--- src/design/lmsl_pkg.sv ---
// ============================================================================
// lmsl_pkg
// Shared types and constants for the monotone subsequence length engine.
// ============================================================================
package lmsl_pkg;

    // Width of the value field as it appears on the input channel.
    localparam int VALUE_W = 32;
    // Width of the reported length field.
    localparam int LEN_W   = 9;

    // Order codes held in the configuration register.
    typedef enum logic
    {
        ORDER_INCREASING = 1'b0,
        ORDER_DECREASING = 1'b1
    } order_t;

    // Payload of one input transaction.
    typedef struct packed
    {
        logic signed [VALUE_W-1:0] value;
        logic                      last_in_sequence;
    } in_item_t;

    // Payload of one result transaction.
    typedef struct packed
    {
        logic [LEN_W-1:0] length_so_far;
        logic             overflowed;
        logic             sequence_done;
    } out_item_t;

    // Control part of the token that walks down the cell chain.
    typedef struct packed
    {
        logic   valid;   // a token occupies this slot
        order_t order;   // order captured when the element entered
        logic   last;    // element closes the sequence
        logic   placed;  // element already stored in an earlier cell
    } tok_ctrl_t;

endpackage

--- src/design/lmsl_cell.sv ---
// ============================================================================
// lmsl_cell
// One tail slot of the chain: compares the passing element and may take it.
// ============================================================================
module lmsl_cell #(
    parameter int VALUE_BITS = 32,
    parameter int CNT_W      = 9
) (
    input  logic                          clk,
    input  logic                          rst_n,
    input  logic                          adv,
    input  logic                          prev_occ,
    input  lmsl_pkg::tok_ctrl_t           tok_in,
    input  logic signed [VALUE_BITS-1:0]  val_in,
    input  logic        [CNT_W-1:0]       cnt_in,
    output logic                          occ,
    output lmsl_pkg::tok_ctrl_t           tok_out,
    output logic signed [VALUE_BITS-1:0]  val_out,
    output logic        [CNT_W-1:0]       cnt_out
);

    logic                         occ_reg;
    logic                         occ_next;
    logic signed [VALUE_BITS-1:0] tail_reg;
    logic signed [VALUE_BITS-1:0] tail_next;
    lmsl_pkg::tok_ctrl_t          tok_reg;
    lmsl_pkg::tok_ctrl_t          tok_next;
    logic signed [VALUE_BITS-1:0] val_reg;
    logic        [CNT_W-1:0]      cnt_reg;
    logic        [CNT_W-1:0]      cnt_next;
    logic                         tail_ahead;
    logic                         hit;

    // The stored tail is strictly before the element in the active order.
    always_comb
    begin
        unique case (tok_in.order)
            lmsl_pkg::ORDER_DECREASING: tail_ahead = tail_reg > val_in;
            lmsl_pkg::ORDER_INCREASING: tail_ahead = tail_reg < val_in;
            default:                    tail_ahead = tail_reg < val_in;
        endcase
    end

    // An empty slot is always the first one past the occupied prefix.
    assign hit = tok_in.valid && !tok_in.placed && (!occ_reg || !tail_ahead);

    always_comb
    begin
        occ_next  = occ_reg;
        tail_next = tail_reg;
        if (tok_in.valid)
        begin
            occ_next = tok_in.last ? 1'b0 : (occ_reg | hit);
            if (hit)
            begin
                tail_next = val_in;
            end
        end
        tok_next        = tok_in;
        tok_next.placed = tok_in.placed | hit;
        cnt_next        = cnt_in + CNT_W'(occ_reg | hit);
    end

    always_ff @(posedge clk or negedge rst_n)
    begin
        if (!rst_n)
        begin
            occ_reg <= 1'b0;
            tok_reg <= '0;
        end
        else if (adv)
        begin
            occ_reg <= occ_next;
            tok_reg <= tok_next;
        end
    end

    always_ff @(posedge clk)
    begin
        if (adv)
        begin
            tail_reg <= tail_next;
            val_reg  <= val_in;
            cnt_reg  <= cnt_next;
        end
    end

    assign occ     = occ_reg;
    assign tok_out = tok_reg;
    assign val_out = val_reg;
    assign cnt_out = cnt_reg;

    // Occupied slots form a prefix of the chain, except right behind a
    // closing element that has emptied the previous slot and now sits here.
    a_occ_prefix: assert property (@(posedge clk) disable iff (!rst_n)
        occ_reg |-> (prev_occ || (tok_in.valid && tok_in.last)))
        else $error("cell occupied while its predecessor is empty");

    // A closing element leaves the slot empty behind it.
    a_last_clears: assert property (@(posedge clk) disable iff (!rst_n)
        (adv && tok_in.valid && tok_in.last) |=> !occ_reg)
        else $error("slot not cleared after end of sequence");

    // An unplaced element reaching an empty slot is stored there.
    a_append: assert property (@(posedge clk) disable iff (!rst_n)
        (adv && tok_in.valid && !tok_in.last && !tok_in.placed && !occ_reg)
        |=> (occ_reg && tok_out.placed))
        else $error("append into empty slot was lost");

endmodule

--- config.mk ---
export PLATFORM = sky130hd
export DESIGN_NAME = lmsl_cell
export DESIGN_NICKNAME = d
export VERILOG_FILES = /design/src/design/lmsl_pkg.sv /design/src/design/lmsl_cell.sv
export SDC_FILE = /design/constraint.sdc
export NUM_CORES = 1
export LEC_CHECK = 0
export CORE_ASPECT_RATIO = 2
export CORE_MARGIN = 2
export CORE_UTILIZATION = 40
export CTS_BUF_LIST = sky130_fd_sc_hd__clkbuf_16
export CTS_CLUSTER_DIAMETER = 60
export DETAILED_ROUTE_END_ITERATION = 6
export DONT_BUFFER_PORTS = 1
export SETUP_SLACK_MARGIN = 0.02
export SLEW_MARGIN = 20
export SYNTH_ARGS = -nofsm -noshare
export SYNTH_HDL_FRONTEND = slang
export SYNTH_SLANG_ARGS = --single-unit
--- constraint.sdc ---
create_clock -name clk -period 3.6 [get_ports clk]
set_clock_uncertainty 0.15 [all_clocks]
set_input_delay 0.54 -clock clk [delete_from_list [all_inputs] [get_ports clk]]
set_output_delay 0.54 -clock clk [all_outputs]
set_load 0.01 [all_outputs]
# ---- After elaboration in Yosys (flattened, before gate mapping)
# Index checks and enable logic that the tools add are counted.
dict set report totals {
  ram_bits 0
  mem_count 0
  latchBits 0
  out_inout_bits 46
  elab_cells 25
  register_bits 78
  inputBits 49
  romBits 0
}
dict set report classes {
  magnitude_cmp 2
  n_mul 0
  add_sub_neg 1
  eq_ne 0
  shifts 0
  mux 2
  bitwise_logic 4
  reduce_logical 8
  div_mod_pow 0
}
# operator count
set op_table {}
lappend op_table {{$gt 32x32->1} 1}
lappend op_table {{$lt 32x32->1} 1}
lappend op_table {{$add 9x1->9} 1}
lappend op_table {{$logic_not 1->1} 3}
lappend op_table {{$or 1x1->1} 3}
lappend op_table {{$reduce_and 3->1} 1}
lappend op_table {{$logic_and 1x1->1} 2}
lappend op_table {{$pmux 1 s2} 1}
lappend op_table {{$reduce_and 2->1} 1}
lappend op_table {{$logic_or 1x1->1} 1}
lappend op_table {{$mux 1} 1}
lappend op_table {{$not 1->1} 1}

# ---- Logic depth before layout (Yosys ltp)
dict set report depth {
  word_depth 7
  mapped_depth 9
}

# ---- Least setup slack after synthesis
# No wires, ideal clock.
dict set report synth_timing {
  path_type {input -> register}
  start {in val_in[14]}
  end {reg tok_reg (netlist bit tok_out[0])}
  t_required_ns 3.326
  t_arrival_ns 2.538
  path_stages 9
  setup_time_ns 0.124
  path_slack_ns 0.788
  path_buffers 0
  cell_sequence {inv_1 > ha_1 > nand4_1 > nor4_1 > a21boi_1 > o31ai_1 > a31oi_1 > mux2_4 > a211o_1}
}
dict set report synth_between {
  elab_chain_len 6
  elab_cells_between_ends 7
  cone_classes {order compare (2); mux (1); bitwise (1); reduce/logical (3)}
}
# element line
set synth_lines {}
lappend synth_lines {{from (decl)} lmsl_cell.sv:14} ;# input logic signed [VALUE_BITS-1:0] val_in,
lappend synth_lines {{$lt 32x32->1 / $gt 32x32->1 (equally long branches)} -}
lappend synth_lines {{$pmux 1 s2 (*)} lmsl_cell.sv:37} ;# unique case (tok_in.order)
lappend synth_lines {{$logic_not 1->1 (*)} lmsl_cell.sv:45} ;# assign hit = tok_in.valid && !tok_in.placed && (!occ_reg || !tail_ahead);
lappend synth_lines {{$logic_or 1x1->1 (*)} lmsl_cell.sv:45}
lappend synth_lines {{$logic_and 1x1->1 (*)} lmsl_cell.sv:45}
lappend synth_lines {{$or 1x1->1 (*)} lmsl_cell.sv:60} ;# tok_next.placed = tok_in.placed | hit;
lappend synth_lines {{to (signal assigned)} lmsl_cell.sv:74} ;# tok_reg <= tok_next;
lappend synth_lines {{to (decl)} lmsl_cell.sv:26} ;# lmsl_pkg::tok_ctrl_t tok_reg;
# Mark *: on every way between the ends. The rest lies on a longest branch, timed or not.
# A chain may end at the register's enable or synchronous reset.

# ---- Final worst setup path
dict set report layout_timing {
  start {reg tail_reg[14]}
  end {reg tok_reg (netlist bit tok_out[0])}
}
dict set report layout_between {
  elab_chain_len 6
  elab_cells_between_ends 7
  cone_classes {order compare (2); mux (1); bitwise (1); reduce/logical (3)}
}
# element line
set layout_lines {}
lappend layout_lines {{from (decl)} lmsl_cell.sv:24} ;# logic signed [VALUE_BITS-1:0] tail_reg;
lappend layout_lines {{from (signal assigned)} lmsl_cell.sv:82} ;# tail_reg <= tail_next;
lappend layout_lines {{$lt 32x32->1 / $gt 32x32->1 (equally long branches)} -}
lappend layout_lines {{$pmux 1 s2 (*)} lmsl_cell.sv:37}
lappend layout_lines {{$logic_not 1->1 (*)} lmsl_cell.sv:45}
lappend layout_lines {{$logic_or 1x1->1 (*)} lmsl_cell.sv:45}
lappend layout_lines {{$logic_and 1x1->1 (*)} lmsl_cell.sv:45}
lappend layout_lines {{$or 1x1->1 (*)} lmsl_cell.sv:60}
# Marks and branches as above.

==> impl_metrics.json <==
{
  "synth.distinct_cells": 35,
  "io_pins": 95,
  "yosysWarnings": 0,
  "netlist_instances": 224,
  "yosysTopAreaCellShare_pct": 64.6,
  "die_area_um2": 9270,
  "slew-limit-headroom_pct": 68.4,
  "core_area_um2": 8230,
  "wl_per_cell_um": 17.7,
  "power_density_nw_per_um2": 527,
  "finalSetupViolations": 0,
  "grt_pass1_wl_um": 9430,
  "worstPathMaxFanout": 33,
  "dpl.hpwl_um": 4320,
  "worst-r2r-setup-slack_ns": 0.61,
  "rsz0062_at_grt": "false",
  "ant_nets": 0,
  "tightest_slew_ns": 0.470,
  "synth_nets": 307,
  "max_cap_violations": 0,
  "synthAdderAreaFrac_pct": 12.5,
  "cts-root-buf": "clkbuf_16",
  "place.port_buffers": 0,
  "fillers": 762,
  "synthTopCellsByArea": "edfxtp_1, ha_1, inv_1",
  "design_area_um2": 3770,
  "fmax_mhz": 334,
  "drc": 0,
  "first_pass_iters": 4,
  "avgSynthCellArea_um2": 15.1,
  "synth_seq_area_share_pct": 68.3,
  "synth_compound_area_share_pct": 6.42,
  "layout_setup_ws_ns": 0.609,
  "slew_violations": 0,
  "yosys.area_share.simple_pct": 5.46,
  "hp-class": "input port to register",
  "syn-cell-area_um2": 3390,
  "cts_tree": "yes",
  "synth-edff-count": 73,
  "period_needed_ns": 2.99,
  "whs_path_depth": 0,
  "grtUsageTotal_pct": 13.4,
  "grt_pass1_vias": 1993,
  "synthMuxAreaShare_pct": 1.44,
  "cts_buffers": 9,
  "clock_sinks": 78,
  "initial_core_util_pct": 41.2,
  "antenna_found_initial": 0,
  "synthXorXnorAreaFrac_pct": 1.81,
  "insertion_delay_ns": 0.33,
  "antennaDiodeCount": 0,
  "fp.dieH_um": 134,
  "rows": 47,
  "p_total_mw": 1.99,
  "finalCritPeriodShare_pct": 83.1,
  "dp_slack_ns": 0.359,
  "syn_to_final_growth_pct": 11.3,
  "worst_ep_required_time_ns": 3.66,
  "overflow": 0,
  "final_hold_viol_count": 0,
  "path_class": "register to register",
  "num_vias": 1754,
  "yosys_register_bits": 78,
  "ys.flop_type": "edfxtp_1",
  "initialDrtViolationCount": 96,
  "hp-start": "val_in[21]",
  "cp.arrival_ns": 3.05,
  "leakagePower_nw": 1.52,
  "place_congestion": 0.728,
  "outcome": "finished, final reports clean",
  "fin_tns_setup_ns": 0,
  "holdPathEnd": "val_out[21]",
  "r2r_end": "tok_out[0]",
  "synth_top_cell_by_area": "edfxtp_1",
  "peakVddDrop_uv": 288,
  "drt_wl_total_um": 5970,
  "avgViaCountPerCell": 5.19,
  "nets": 318,
  "clkSlewWorstSetupHoldPaths_ns": 0.06,
  "placed_cell_area_um2": 3510,
  "seqCellArea_um2": 2320,
  "r2r_cells": 8,
  "multi_input_area_um2": 938,
  "synth.most_common_cell": "edfxtp_1",
  "grt_max_degree": 49,
  "worst_setup_path_end_kind": "register",
  "htree_levels": 3,
  "synth_top_family_by_area": "adder cells",
  "drive_gt1_share_pct": 7.08,
  "async_flop_share_pct": 6.41,
  "die_w_um": 69.1,
  "startpoint_type": "register",
  "synthTopCellsByCount": "edfxtp_1, inv_1, ha_1",
  "cts_buffer_depth": 2,
  "r2r-start": "tail_reg[14]"
}
==> critical path: stages (launching register included) <==
cell	delay [ns]
edfxtp_1	0.37
ha_1	0.33
nand4_1	0.15
nor4_1	0.45
a21boi_1	0.22
o31ai_1	0.10
a31oi_1	0.25
mux2_4	0.51
a211o_1	0.33
==> timing repair <==
item,in CTS,in global routing
gates resized for setup,0,0
buffers inserted,0,0
hold buffers,1,0
endpoints found under the hold margin,5,0
==> worst max path at each step <==
stage	cells after the start	endpoint	slack, ns	start
3_5_place_dp	9	tok_out[0]	0.36	val_in[14]
4_1_cts	8	tok_out[0]	0.54	tail_reg[14]
5_1_grt	8	tok_out[0]	0.39	tail_reg[14]
2_1_floorplan	9	tok_out[0]	0.79	val_in[14]
6_report	8	tok_out[0]	0.61	tail_reg[14]
3_3_place_gp	9	tok_out[0]	0.36	val_in[14]
==> where the power goes <==
group	internal [mW]	switching (mW)
Sequential	1.06	0.0463
Combinational	0.0476	0.0577
Clock	0.450	0.322
==> layout by cell type (no fill, tap or decap) <==
master	n
edfxtp_1	73
inv_1	39
ha_1	34
a21oi_1	10
nand4_1	9
nand2_1	9
clkbuf_16	9
xnor2_1	6
nand3_1	5
dfrtp_1	5
a21o_1	4
nor2_1	3
mux2_2	3
nor4_1	2
a31oi_1	2
o21ai_0	2
a21oi_2	2
nor2b_1	2
clkinv_1	2
and2_1	1
and3_1	1
xor2_1	1
and4_1	1
o21bai_1	1
nand3b_1	1
a41oi_1	1
nor3_1	1
a221oi_4	1
o21ai_1	1
a221o_1	1
o211ai_1	1
a21boi_1	1
o31ai_1	1
mux2_4	1
a32oi_1	1
a211o_1	1
clkinv_2	1
dlygate4sd3_1	1
==> cell type report <==
cell class                 instances  share of cell area, %
tap                               98                   3.25
clock buffer                       9                   5.97
sequential                        78                   61.4
clock inverter                     7                  0.730
timing repair buffer               1                  0.265
multi-input combinational        110                   24.9
inverter                          35                   3.48
==> per-stage QoR <==
stage,util (%),hold WS (ns),instances
after global routing,45.8,0.138,338
after detailed placement,42.6,0.0945,321
after CTS,45.8,0.140,338
final,45.8,0.154,338
after global placement,42.6,0.0946,321
after floorplan,-,0.0944,224
==> layer usage <==
layer	track usage [%]	share of wire [%]	vias up
li1	-	-	851
met1	12.4	37	829
met2	24.3	53	65
met3	5.79	7.3	9
met4	7.19	2.4	0
met5	0	0	-
==> cells by family after synthesis <==
kind of cell    after synthesis
buf+inv                      36
xor+xnor                      7
simple gates                 35
mux                           4
flops                        78
compound gates               30
fa+ha+maj                    34
(Power assumes the default switching activity.)
