==> config.mk <==
export PLATFORM = sky130hd
export DESIGN_NAME = lmsl_out
export DESIGN_NICKNAME = d
export VERILOG_FILES = /design/src/design/lmsl_pkg.sv /design/src/design/lmsl_out.sv
export SDC_FILE = /design/constraint.sdc
export NUM_CORES = 1
export LEC_CHECK = 0
export ABC_CLOCK_PERIOD_IN_PS = 2150
export BUFFER_PORTS_ARGS = -buffer_cell sky130_fd_sc_hd__clkbuf_2
export CAP_MARGIN = 20
export CORE_AREA = 2 2 39 41
export DETAILED_ROUTE_END_ITERATION = 12
export DIE_AREA = 0 0 41 43
export PLACE_DENSITY = 0.74
export SYNTH_ARGS = -nofsm -noshare
export SYNTH_HDL_FRONTEND = slang
export SYNTH_SLANG_ARGS = --single-unit
export TNS_END_PERCENT = 10
==> constraint.sdc <==
create_clock -name clk -period 2.15 [get_ports clk]
set_clock_uncertainty 0.2 [all_clocks]
set_input_delay 0.43 -clock clk [delete_from_list [all_inputs] [get_ports clk]]
set_output_delay 0.43 -clock clk [all_outputs]
set_load 0.05 [all_outputs]
==> src/design/lmsl_pkg.sv <==
// ============================================================================
// lmsl_pkg
// Shared types and constants for the monotone subsequence length engine.
// ============================================================================
package lmsl_pkg;

    // Width of the value field as it appears on the input channel.
    localparam int VALUE_W = 32;
    // Width of the reported length field.
    localparam int LEN_W   = 9;

    // Order codes held in the configuration register.
    typedef enum logic
    {
        ORDER_INCREASING = 1'b0,
        ORDER_DECREASING = 1'b1
    } order_t;

    // Payload of one input transaction.
    typedef struct packed
    {
        logic signed [VALUE_W-1:0] value;
        logic                      last_in_sequence;
    } in_item_t;

    // Payload of one result transaction.
    typedef struct packed
    {
        logic [LEN_W-1:0] length_so_far;
        logic             overflowed;
        logic             sequence_done;
    } out_item_t;

    // Control part of the token that walks down the cell chain.
    typedef struct packed
    {
        logic   valid;   // a token occupies this slot
        order_t order;   // order captured when the element entered
        logic   last;    // element closes the sequence
        logic   placed;  // element already stored in an earlier cell
    } tok_ctrl_t;

endpackage

==> src/design/lmsl_out.sv <==
// ============================================================================
// lmsl_out
// Result register and sticky overflow flag at the end of the cell chain.
// ============================================================================
module lmsl_out #(
    parameter int CNT_W = 9
) (
    input  logic                 clk,
    input  logic                 rst_n,
    input  lmsl_pkg::tok_ctrl_t  tok,
    input  logic [CNT_W-1:0]     cnt,
    input  logic                 res_ready,
    output logic                 adv,
    output logic                 res_valid,
    output lmsl_pkg::out_item_t  res_data
);

    localparam int EXT_W = CNT_W + lmsl_pkg::LEN_W;

    logic                valid_reg;
    logic                ovf_seen_reg;
    logic                ovf_seen_next;
    lmsl_pkg::out_item_t data_reg;
    lmsl_pkg::out_item_t data_next;
    logic [EXT_W-1:0]    cnt_ext;
    logic                ovf_now;

    // The whole chain moves whenever the result slot is free or being taken.
    assign adv = !valid_reg || res_ready;

    // An element that passed every cell unplaced was dropped.
    assign ovf_now = tok.valid && !tok.placed;
    assign cnt_ext = EXT_W'(cnt);

    always_comb
    begin
        ovf_seen_next           = ovf_seen_reg;
        if (tok.valid)
        begin
            ovf_seen_next = tok.last ? 1'b0 : (ovf_seen_reg | ovf_now);
        end
        data_next.length_so_far = cnt_ext[lmsl_pkg::LEN_W-1:0];
        data_next.overflowed    = ovf_seen_reg | ovf_now;
        data_next.sequence_done = tok.last;
    end

    always_ff @(posedge clk or negedge rst_n)
    begin
        if (!rst_n)
        begin
            valid_reg    <= 1'b0;
            ovf_seen_reg <= 1'b0;
        end
        else if (adv)
        begin
            valid_reg    <= tok.valid;
            ovf_seen_reg <= ovf_seen_next;
        end
    end

    always_ff @(posedge clk)
    begin
        if (adv)
        begin
            data_reg <= data_next;
        end
    end

    assign res_valid = valid_reg;
    assign res_data  = data_reg;

    // The overflow flag does not survive the end of a sequence.
    a_ovf_clear: assert property (@(posedge clk) disable iff (!rst_n)
        (adv && tok.valid && tok.last) |=> !ovf_seen_reg)
        else $error("overflow flag kept past end of sequence");

    // Once an overflow is seen, every later result in the sequence shows it.
    a_ovf_sticky: assert property (@(posedge clk) disable iff (!rst_n)
        (adv && tok.valid && ovf_seen_reg) |=> (res_valid && res_data.overflowed))
        else $error("sticky overflow not reported");

endmodule

# Word level (Yosys, flattened, before mapping)
# Cells that the tools add are included.
# word_totals
reg_bits	13
output_inout_bits	13
# op_classes
muxes	1
bitwise_logic	1
n_reduce_logical	5
# ops
op	count
zero test 1 bit	2
AND reduction 2 bit	1
logical AND 1 bit	1
logical OR 1 bit	1
two-way mux 1 bit	1
OR 1 bit	1

# Depth between registers and ports, before layout
# Gate-level depths: netlist of the first run.
# depth
ltp_word	4
ltp_mapped	3
ltp_nobuf	3

# Worst setup path before layout of the first run
# OpenSTA, ideal clock, no wires.
# synth_timing
path_type	register to output
from	register valid_reg, in the netlist res_valid
to	output port adv
arrival_ns	0.924
slack_ns	0.596
path_stages_with_launch	2
n_path_buf	0
cell_sequence	dfrtp_1 nand2b_4
# synth_via
elab_chain_cells	2
# synth_rtl
element	line_no	rtl
from (decl)	lmsl_out.sv:20	logic valid_reg;
from (signal assigned)	lmsl_out.sv:56	valid_reg <= tok.valid;
zero test 1 bit	lmsl_out.sv:29	assign adv = !valid_reg || res_ready;
logical OR 1 bit	lmsl_out.sv:29	
to (decl)	lmsl_out.sv:13	output logic adv,
# No other way between the ends.

# Worst setup path after layout of the first run
# Ends and elaborated chain as after synthesis.

==> flow_summary.ini, run 1 <==
[outcome]
status = complete, no violations

[worst_setup_path]
critPathLaunchType = flip-flop
slowest_stage = dfrtp_1
timing.rr.end = ovf_seen_reg
crit_path_end_kind = primary output
worstRegToRegCells = 3
max_stage_delay_ps = 410
cp.required_ps = 1520
cp.depth = 2
crit_buf_inv = 1
r2r-start = res_valid
worstPathArrival_ps = 1170
cp_max_fo = 15
worstPathCellList = nand2b_4 -> clkbuf_2
crit_family = flip-flops
crit_type = flip-flop to primary output
regToRegSetupSlack_ps = 1040

[yosys]
ys_types = 7
synth_area_um2 = 424
syn-num-nets = 35
synthCells = 19
synth.avg_cell_area_um2 = 22.3
yosysWarnings = 0
synth-seq-cells = 13
seq_area_frac_synth_pct = 89.7

[routing]
routed-via-count = 273
drt_iter0_drc = 6
drtAntennaViolNets = 0
wirelength_um = 760
avgViaCountPerCell = 4.07
drt-pass1-iter-count = 2
wire_per_inst_um = 11.3
drc_errors = 0

[place]
io_buffers = 27
place_ws_ps = 473
gp_congestion = 0.627
hpwl_um = 600

[clock_network]
clockBufferDepth = 2
cts_buffers = 3
cts.clk_slew.worst_paths_ps = 80
cts_sinks = 13
tritoncts = done
root_buffer = clkbuf_4
holdBufCountCts = 1
cts_resized = 0
htreeDepth = 1
cts_setup_buffers = 0
insertion_delay_ps = 260

[timing]
setup_viol = 0
slew_viol_final = 0
period_needed_ps = 1800
finalWorstSetupSlack_ps = 350
max_slew_margin_pct = 81.2
holdWs_ps = 141
tightest_slew_ps = 284
clock.fmax_mhz = 556
fin_crit_sh_pct = 83.7
setup_tns_ps = 0
rsz0062_at_grt = no
finalHoldViolations = 0

[grt]
grt_pass1_wl_mm = 1.00
grt_pass1_vias = 256
antenna_found_initial = 0
grt_max_degree = 16
grtUsageTotal_pct = 8.95
overflow = 0

[die]
die_height_um = 43
die_x_um = 41
core_um2 = 1380
num_io_pins = 29
rows = 14
start_util_pct = 30.7
die-area_um2 = 1760

[power_and_ir_drop]
ir_worst_vdd_uv = 285
p_int_uw = 397
leakage_uw = 0.000290
p_switching_uw = 162
p_per_area_nw_per_um2 = 908
power.share.sequential_pct = 54.5
swShare_pct = 29.0
comb_power_share_pct = 20.2
clock_power_share_pct = 25.3

[cells_and_area]
largest_reg_flops = 11
final_util_pct = 44.5
drive_gt1_share_pct = 60.8
area_growth_pct = 45.1
finalNetCount = 68
diodes = 0

[run]
cap_viol_max_count = 0

[worst_hold_path]
hold_path_startpoint = cnt[0]
hold_path.class = input port to flip-flop
hold_end = res_data[2]
hold_depth = 1
==> logic make-up after synthesis <==
logic type             after synthesis  synth area share, %
AOI/OAI and AO/OA                    3                 4.72
buffers and inverters                1                0.884
DFF                                 13                 89.7
and+or+nand+nor                      2                 4.72
==> metrics by stage <==
stage          total power [uW]  instance area (um2)  cells
2_1_floorplan               389                  424     19
3_3_place_gp                421                  579     62
3_5_place_dp                423                  579     62
4_1_cts                     567                  616     67
5_1_grt                     583                  616     67
6_report                    559                  616     67
==> power groups by stage <==
stage	clock network [uW]	logic (uW)	registers [uW]
floorplan	0	17.7	372
global placement	0	112	309
detailed placement	0	113	310
CTS	148	114	305
global route	157	120	306
finish	142	113	304
==> Yosys cell counts <==
cell	count	area share (%)
inv_1	1	0.88
a31oi_1	2	2.9
nand2b_1	1	1.5
edfxtp_1	11	78
nand2b_4	1	3.2
dfrtp_1	2	12
a21o_1	1	1.8
==> cell type report <==
type,count,area (um2)
inverters,1,3.75
flip-flops and latches,13,380
well taps,16,20.0
repair buffers,28,145
multi-input cells,5,40.0
clock buffers,4,26.3
fillers,131,768
==> how the worst max path moves through the flow <==
stage	slack (ps)	end	startpoint
after global placement	490	adv	res_ready
final	350	adv	res_valid
after global routing	290	adv	res_valid
after floorplan	600	adv	res_valid
after CTS	330	adv	res_valid
after detailed placement	470	adv	res_ready
==> placed cells by master (no fill, tap or decap) <==
cell type      count
edfxtp_1          11
clkbuf_2          27
nand2b_4           1
a21o_1             1
nand2b_1           1
clkbuf_1           1
dfrtp_1            2
dlygate4sd3_1      1
clkbuf_4           3
inv_1              1
a31oi_1            2
==> routing by layer <==
metal | routed length (um) | GRT usage (%) | vias up
met5 | 0 | 0 | -
met4 | 0 | 6.00 | 0
met3 | 117 | 3.14 | 0
met2 | 289 | 13.1 | 28
met1 | 353 | 10.5 | 108
li1 | - | - | 137
(Power assumes the default switching activity.)
==> run 2: changes to the inputs <==
--- a/config.mk
+++ b/config.mk
@@ -5,7 +5,7 @@
 export SDC_FILE = /design/constraint.sdc
 export NUM_CORES = 1
 export LEC_CHECK = 0
-export ABC_CLOCK_PERIOD_IN_PS = 2150
+export ABC_CLOCK_PERIOD_IN_PS = 1800
 export BUFFER_PORTS_ARGS = -buffer_cell sky130_fd_sc_hd__clkbuf_2
 export CAP_MARGIN = 20
 export CORE_AREA = 2 2 39 41
==> constraint.sdc (replaced) <==
create_clock -name clk -period 1.8 [get_ports clk]
set_clock_uncertainty 0.2 [all_clocks]
set_input_delay 0.36 -clock clk [delete_from_list [all_inputs] [get_ports clk]]
set_output_delay 0.36 -clock clk [all_outputs]
set_load 0.05 [all_outputs]
==> run 2 against run 1 <==
Effect of this change:
- via count shrank 1.1%
- hold slack lost 72 ps
- design area unchanged
- highest routed layer unchanged
==> flow_summary.ini, run 2 (same netlist as run 1, synthesis figures left out) <==
[die]
num_io_pins = 29
die_height_um = 43
die_x_um = 41
start_util_pct = 30.7
die-area_um2 = 1760
rows = 14
core_um2 = 1380

[routing]
drt-pass1-iter-count = 1
routed-via-count = 270
avgViaCountPerCell = 4.03
drc_errors = 0
drtAntennaViolNets = 0
drt_iter0_drc = 0
wire_per_inst_um = 11.3
wirelength_um = 755

[worst_setup_path]
worstPathCellList = nand2b_4 -> clkbuf_2
critPathLaunchType = flip-flop
cp.required_ps = 1240
worstRegToRegCells = 3
slowest_stage = dfrtp_1
crit_family = flip-flops
crit_type = flip-flop to primary output
crit_buf_inv = 1
crit_path_end_kind = primary output
cp_max_fo = 15
worstPathArrival_ps = 1170
cp.depth = 2
max_stage_delay_ps = 410
regToRegSetupSlack_ps = 690

[cells_and_area]
area_growth_pct = 45.1
diodes = 0
drive_gt1_share_pct = 60.8
multi_input_area_um2 = 40.0
largest_reg_flops = 11
regArea_um2 = 380
finalNonFillerCells = 67
layout_commonest_cell = clkbuf_2
fillers = 134
finalNetCount = 68
mostFrequentLayoutCells = clkbuf_2 (27), edfxtp_1 (11), clkbuf_4 (3), a31oi_1 (2), dfrtp_1 (2)

[timing]
finalHoldViolations = 0
slew_viol_final = 0
max_slew_margin_pct = 81.1
rsz0062_at_grt = no
fin_crit_sh_pct = 96.2
tightest_slew_ps = 285
setup_tns_ps = 0
period_needed_ps = 1730
clock.fmax_mhz = 577
setup_viol = 0

[grt]
antenna_found_initial = 0
overflow = 0
grt_max_degree = 16
grt_pass1_wl_um = 972
grtUsageTotal_pct = 8.64
grt_pass1_vias = 256

[clock_network]
root_buffer = clkbuf_4
htreeDepth = 1
clockBufferDepth = 2
cts_resized = 0
cts_sinks = 13
cts_setup_buffers = 0
holdBufCountCts = 1
insertion_delay_ps = 260
tritoncts = done
cts_buffers = 3
cts.clk_slew.worst_paths_ps = 80

[outcome]
status = complete, no violations

[place]
placed_cells = 62
gp_congestion = 0.595
io_buffers = 27

[power_and_ir_drop]
ir_worst_vdd_uv = 344
swShare_pct = 29.1
power.share.sequential_pct = 54.4
clock_power_share_pct = 25.4
p_switching_uw = 195
leakage_uw = 0.000290
comb_power_share_pct = 20.2
p_int_uw = 474
p_per_area_nw_per_um2 = 1090

[run]
cap_viol_max_count = 0

[worst_hold_path]
hold_path.class = input port to flip-flop
hold_depth = 1
[run 2: cell counts in the layout (fill, tap and decap cells not counted)]
Identical to the previous run, type by type.
[run 2: worst register-to-register path: stages (launching register included)]
cell and delay (ps):
dfrtp_1 410, nand2b_4 190, a31oi_1 110, a31oi_1 140
[run 2: power groups by stage]
stage | Combinational (uW) | Sequential (uW) | Clock (uW)
6_report | 135 | 363 | 170
5_1_grt | 143 | 366 | 187
4_1_cts | 136 | 364 | 177
3_5_place_dp | 135 | 370 | 0
3_3_place_gp | 134 | 369 | 0
2_1_floorplan | 21.2 | 444 | 0
[run 2: layer usage]
metal	vias up	share of wire, %	GRT usage, %
li1	138	-	-
met1	104	46	10.1
met2	28	37	12.2
met3	0	17	3.66
met4	0	0	6.00
met5	-	0	0
[run 2: path summary, 6_finish.rpt]
kind                                   start           end
min in group asynchronous              rst_n  ovf_seen_reg
max in group asynchronous              rst_n     res_valid
worst max register to register     res_valid  ovf_seen_reg
worst max-delay path               res_valid           adv
worst min register to register  ovf_seen_reg   res_data[1]
worst min-delay path                  cnt[0]   res_data[2]
[run 2: cell type report]
class	instances	area share, %
Sequential cell	13	61.8
Multi-Input combinational cell	5	6.50
Tap cell	16	3.25
Clock buffer	4	4.27
Inverter	1	0.610
Timing Repair Buffer	28	23.6
[run 2: per-stage QoR]
stage | hold slack (ps) | power, uW | setup WS, ps | instance area [um2] | utilization [%]
after floorplan | -136 | 465 | 267 | 424 | -
after global placement | -51.5 | 503 | 276 | 579 | 41.9
after detailed placement | -48.5 | 505 | 263 | 579 | 41.9
after CTS | 64.4 | 677 | 41.9 | 616 | 44.5
after global routing | 63.8 | 696 | 9.04 | 616 | 44.5
final | 69.2 | 668 | 67.9 | 616 | 44.5
==> run 3: changes to the inputs <==
==> constraint.sdc (replaced) <==
create_clock -name clk -period 1.8 [get_ports clk]
set_clock_uncertainty 0.2 [all_clocks]
set_input_delay 0.27 -clock clk [delete_from_list [all_inputs] [get_ports clk]]
set_output_delay 0.27 -clock clk [all_outputs]
set_load 0.05 [all_outputs]
==> run 3 against run 2 <==
Effect of this change:
- power is 2.0% higher
- worst setup slack gained 92 ps
- non-clock buffer count up 10
- largest cell class unchanged
- via count rose by 14%
- global-route usage rose by 1.9 points
- fmax up 5.6%
==> flow_summary.ini, run 3 (same netlist as run 1, synthesis figures left out) <==
[timing]
rsz0062_at_grt = no
max_slew_margin_pct = 81.1
period_needed_ps = 1640
slew_viol_final = 0
setup_tns_ps = 0
clock.fmax_mhz = 610
tightest_slew_ps = 285
setup_viol = 0
finalHoldViolations = 0
fin_crit_sh_pct = 91.1

[cells_and_area]
final_util_pct = 51.7
largest_reg_flops = 11
finalNonFillerCells = 77
area_growth_pct = 68.7
stdcell_area_um2 = 716
drive_gt1_share_pct = 50.8
fillers = 120
mostFrequentLayoutCells = clkbuf_2 (27), dlygate4sd3_1 (11), edfxtp_1 (11), clkbuf_4 (3)
regArea_um2 = 380
finalNetCount = 78
layout_commonest_cell = clkbuf_2
diodes = 0
multi_input_area_um2 = 40.0

[worst_setup_path]
crit_path_end_kind = primary output
cp_max_fo = 15
timing.rr.end = ovf_seen_reg
crit_type = flip-flop to primary output
cp.required_ps = 1330
critPathLaunchType = flip-flop
crit_path_start = res_valid
worstPathArrival_ps = 1170
r2r-start = res_valid
regToRegSetupSlack_ps = 680
worstRegToRegCells = 3
endpoint = adv

[grt]
antenna_found_initial = 0
grt_max_degree = 16
overflow = 0
grt_pass1_vias = 303
use_met1_pct = 11.2
met3_usage_pct = 3.14
grt-busiest-layer = met2
grtUsageTotal_pct = 10.5
grt_use_met2_pct = 18.1
grt_pass1_wl_mm = 1.17

[clock_network]
cts_sinks = 13
htreeDepth = 1
root_buffer = clkbuf_4
cts_buffers = 3
tritoncts = done
insertion_delay_ps = 260
cts.clk_slew.worst_paths_ps = 70
clockBufferDepth = 2

[routing]
wire_per_inst_um = 11.6
drt_iter0_drc = 5
drtAntennaViolNets = 0
wirelength_um = 892
avgViaCountPerCell = 4.01
drc_errors = 0
drt-pass1-iter-count = 2
routed-via-count = 309

[place]
io_buffers = 27
placed_cells = 62
gp_congestion = 0.613
placed_cell_area_um2 = 579

[die]
num_io_pins = 29
die_x_um = 41
die_height_um = 43
core_um2 = 1380
start_util_pct = 30.7
rows = 14
die-area_um2 = 1760

[outcome]
status = complete, no violations

[power_and_ir_drop]
leakage_uw = 0.000332
p_per_area_nw_per_um2 = 952
ir_worst_vdd_uv = 478

[run]
cap_viol_max_count = 0

[worst_hold_path]
hold_path.class = input port to flip-flop
[run 3: cell types whose count changed in the layout (fill, tap and decap cells not counted)]
cell and change:
dlygate4sd3_1 +10
[run 3: layout make-up]
type	instances	area share (%)
clock buffers	4	3.67
flip-flops and latches	13	53.1
repair buffers	38	34.3
well taps	16	2.80
multi-input cells	5	5.59
inverters	1	0.524
[run 3: worst min path at each step]
stage | from | end | slack (ps) | cells after the start
after floorplan | rst_n | ovf_seen_reg | -230 | 0
after global placement | rst_n | res_valid | -140 | 1
after detailed placement | rst_n | res_valid | -140 | 1
after CTS | tok[3] | ovf_seen_reg | 30 | 2
after global routing | tok[3] | ovf_seen_reg | 50 | 2
final | tok[3] | ovf_seen_reg | 30 | 2
[run 3: worst max-delay path: stages, from the launching register on]
cell      delay (ps)
dfrtp_1          410
nand2b_4         190
clkbuf_2         310
[run 3: metal layers]
| layer | routed length [um] | vias up | part of all wire, % |
|---|---|---|---|
| met5 | 0 | - | 0 |
| met4 | 0 | 0 | 0 |
| met3 | 113 | 0 | 13 |
| met2 | 404 | 28 | 45 |
| met1 | 374 | 123 | 42 |
| li1 | - | 158 | - |
[run 3: metrics by stage]
step,hold slack [ps],power [uW],setup WS [ps]
2_1_floorplan,-226,465,267
3_3_place_gp,-142,503,455
3_5_place_dp,-137,505,422
4_1_cts,27.2,692,133
5_1_grt,47.9,713,94.5
6_report,34.7,682,160
[run 3: power breakdown]
group,internal [uW],switching (uW),total (uW)
registers,355,8.89,364
logic,47.0,105,152
clock network,85.5,80.0,166
total,488,194,682
[run 3: what timing repair did]
action / CTS / global route
hold endpoints to repair: 13 / 0
gates resized for setup: 0 / 0
setup buffers: 0 / 0
hold buffers: 11 / 0
endpoints found under the setup margin: 0 / 0
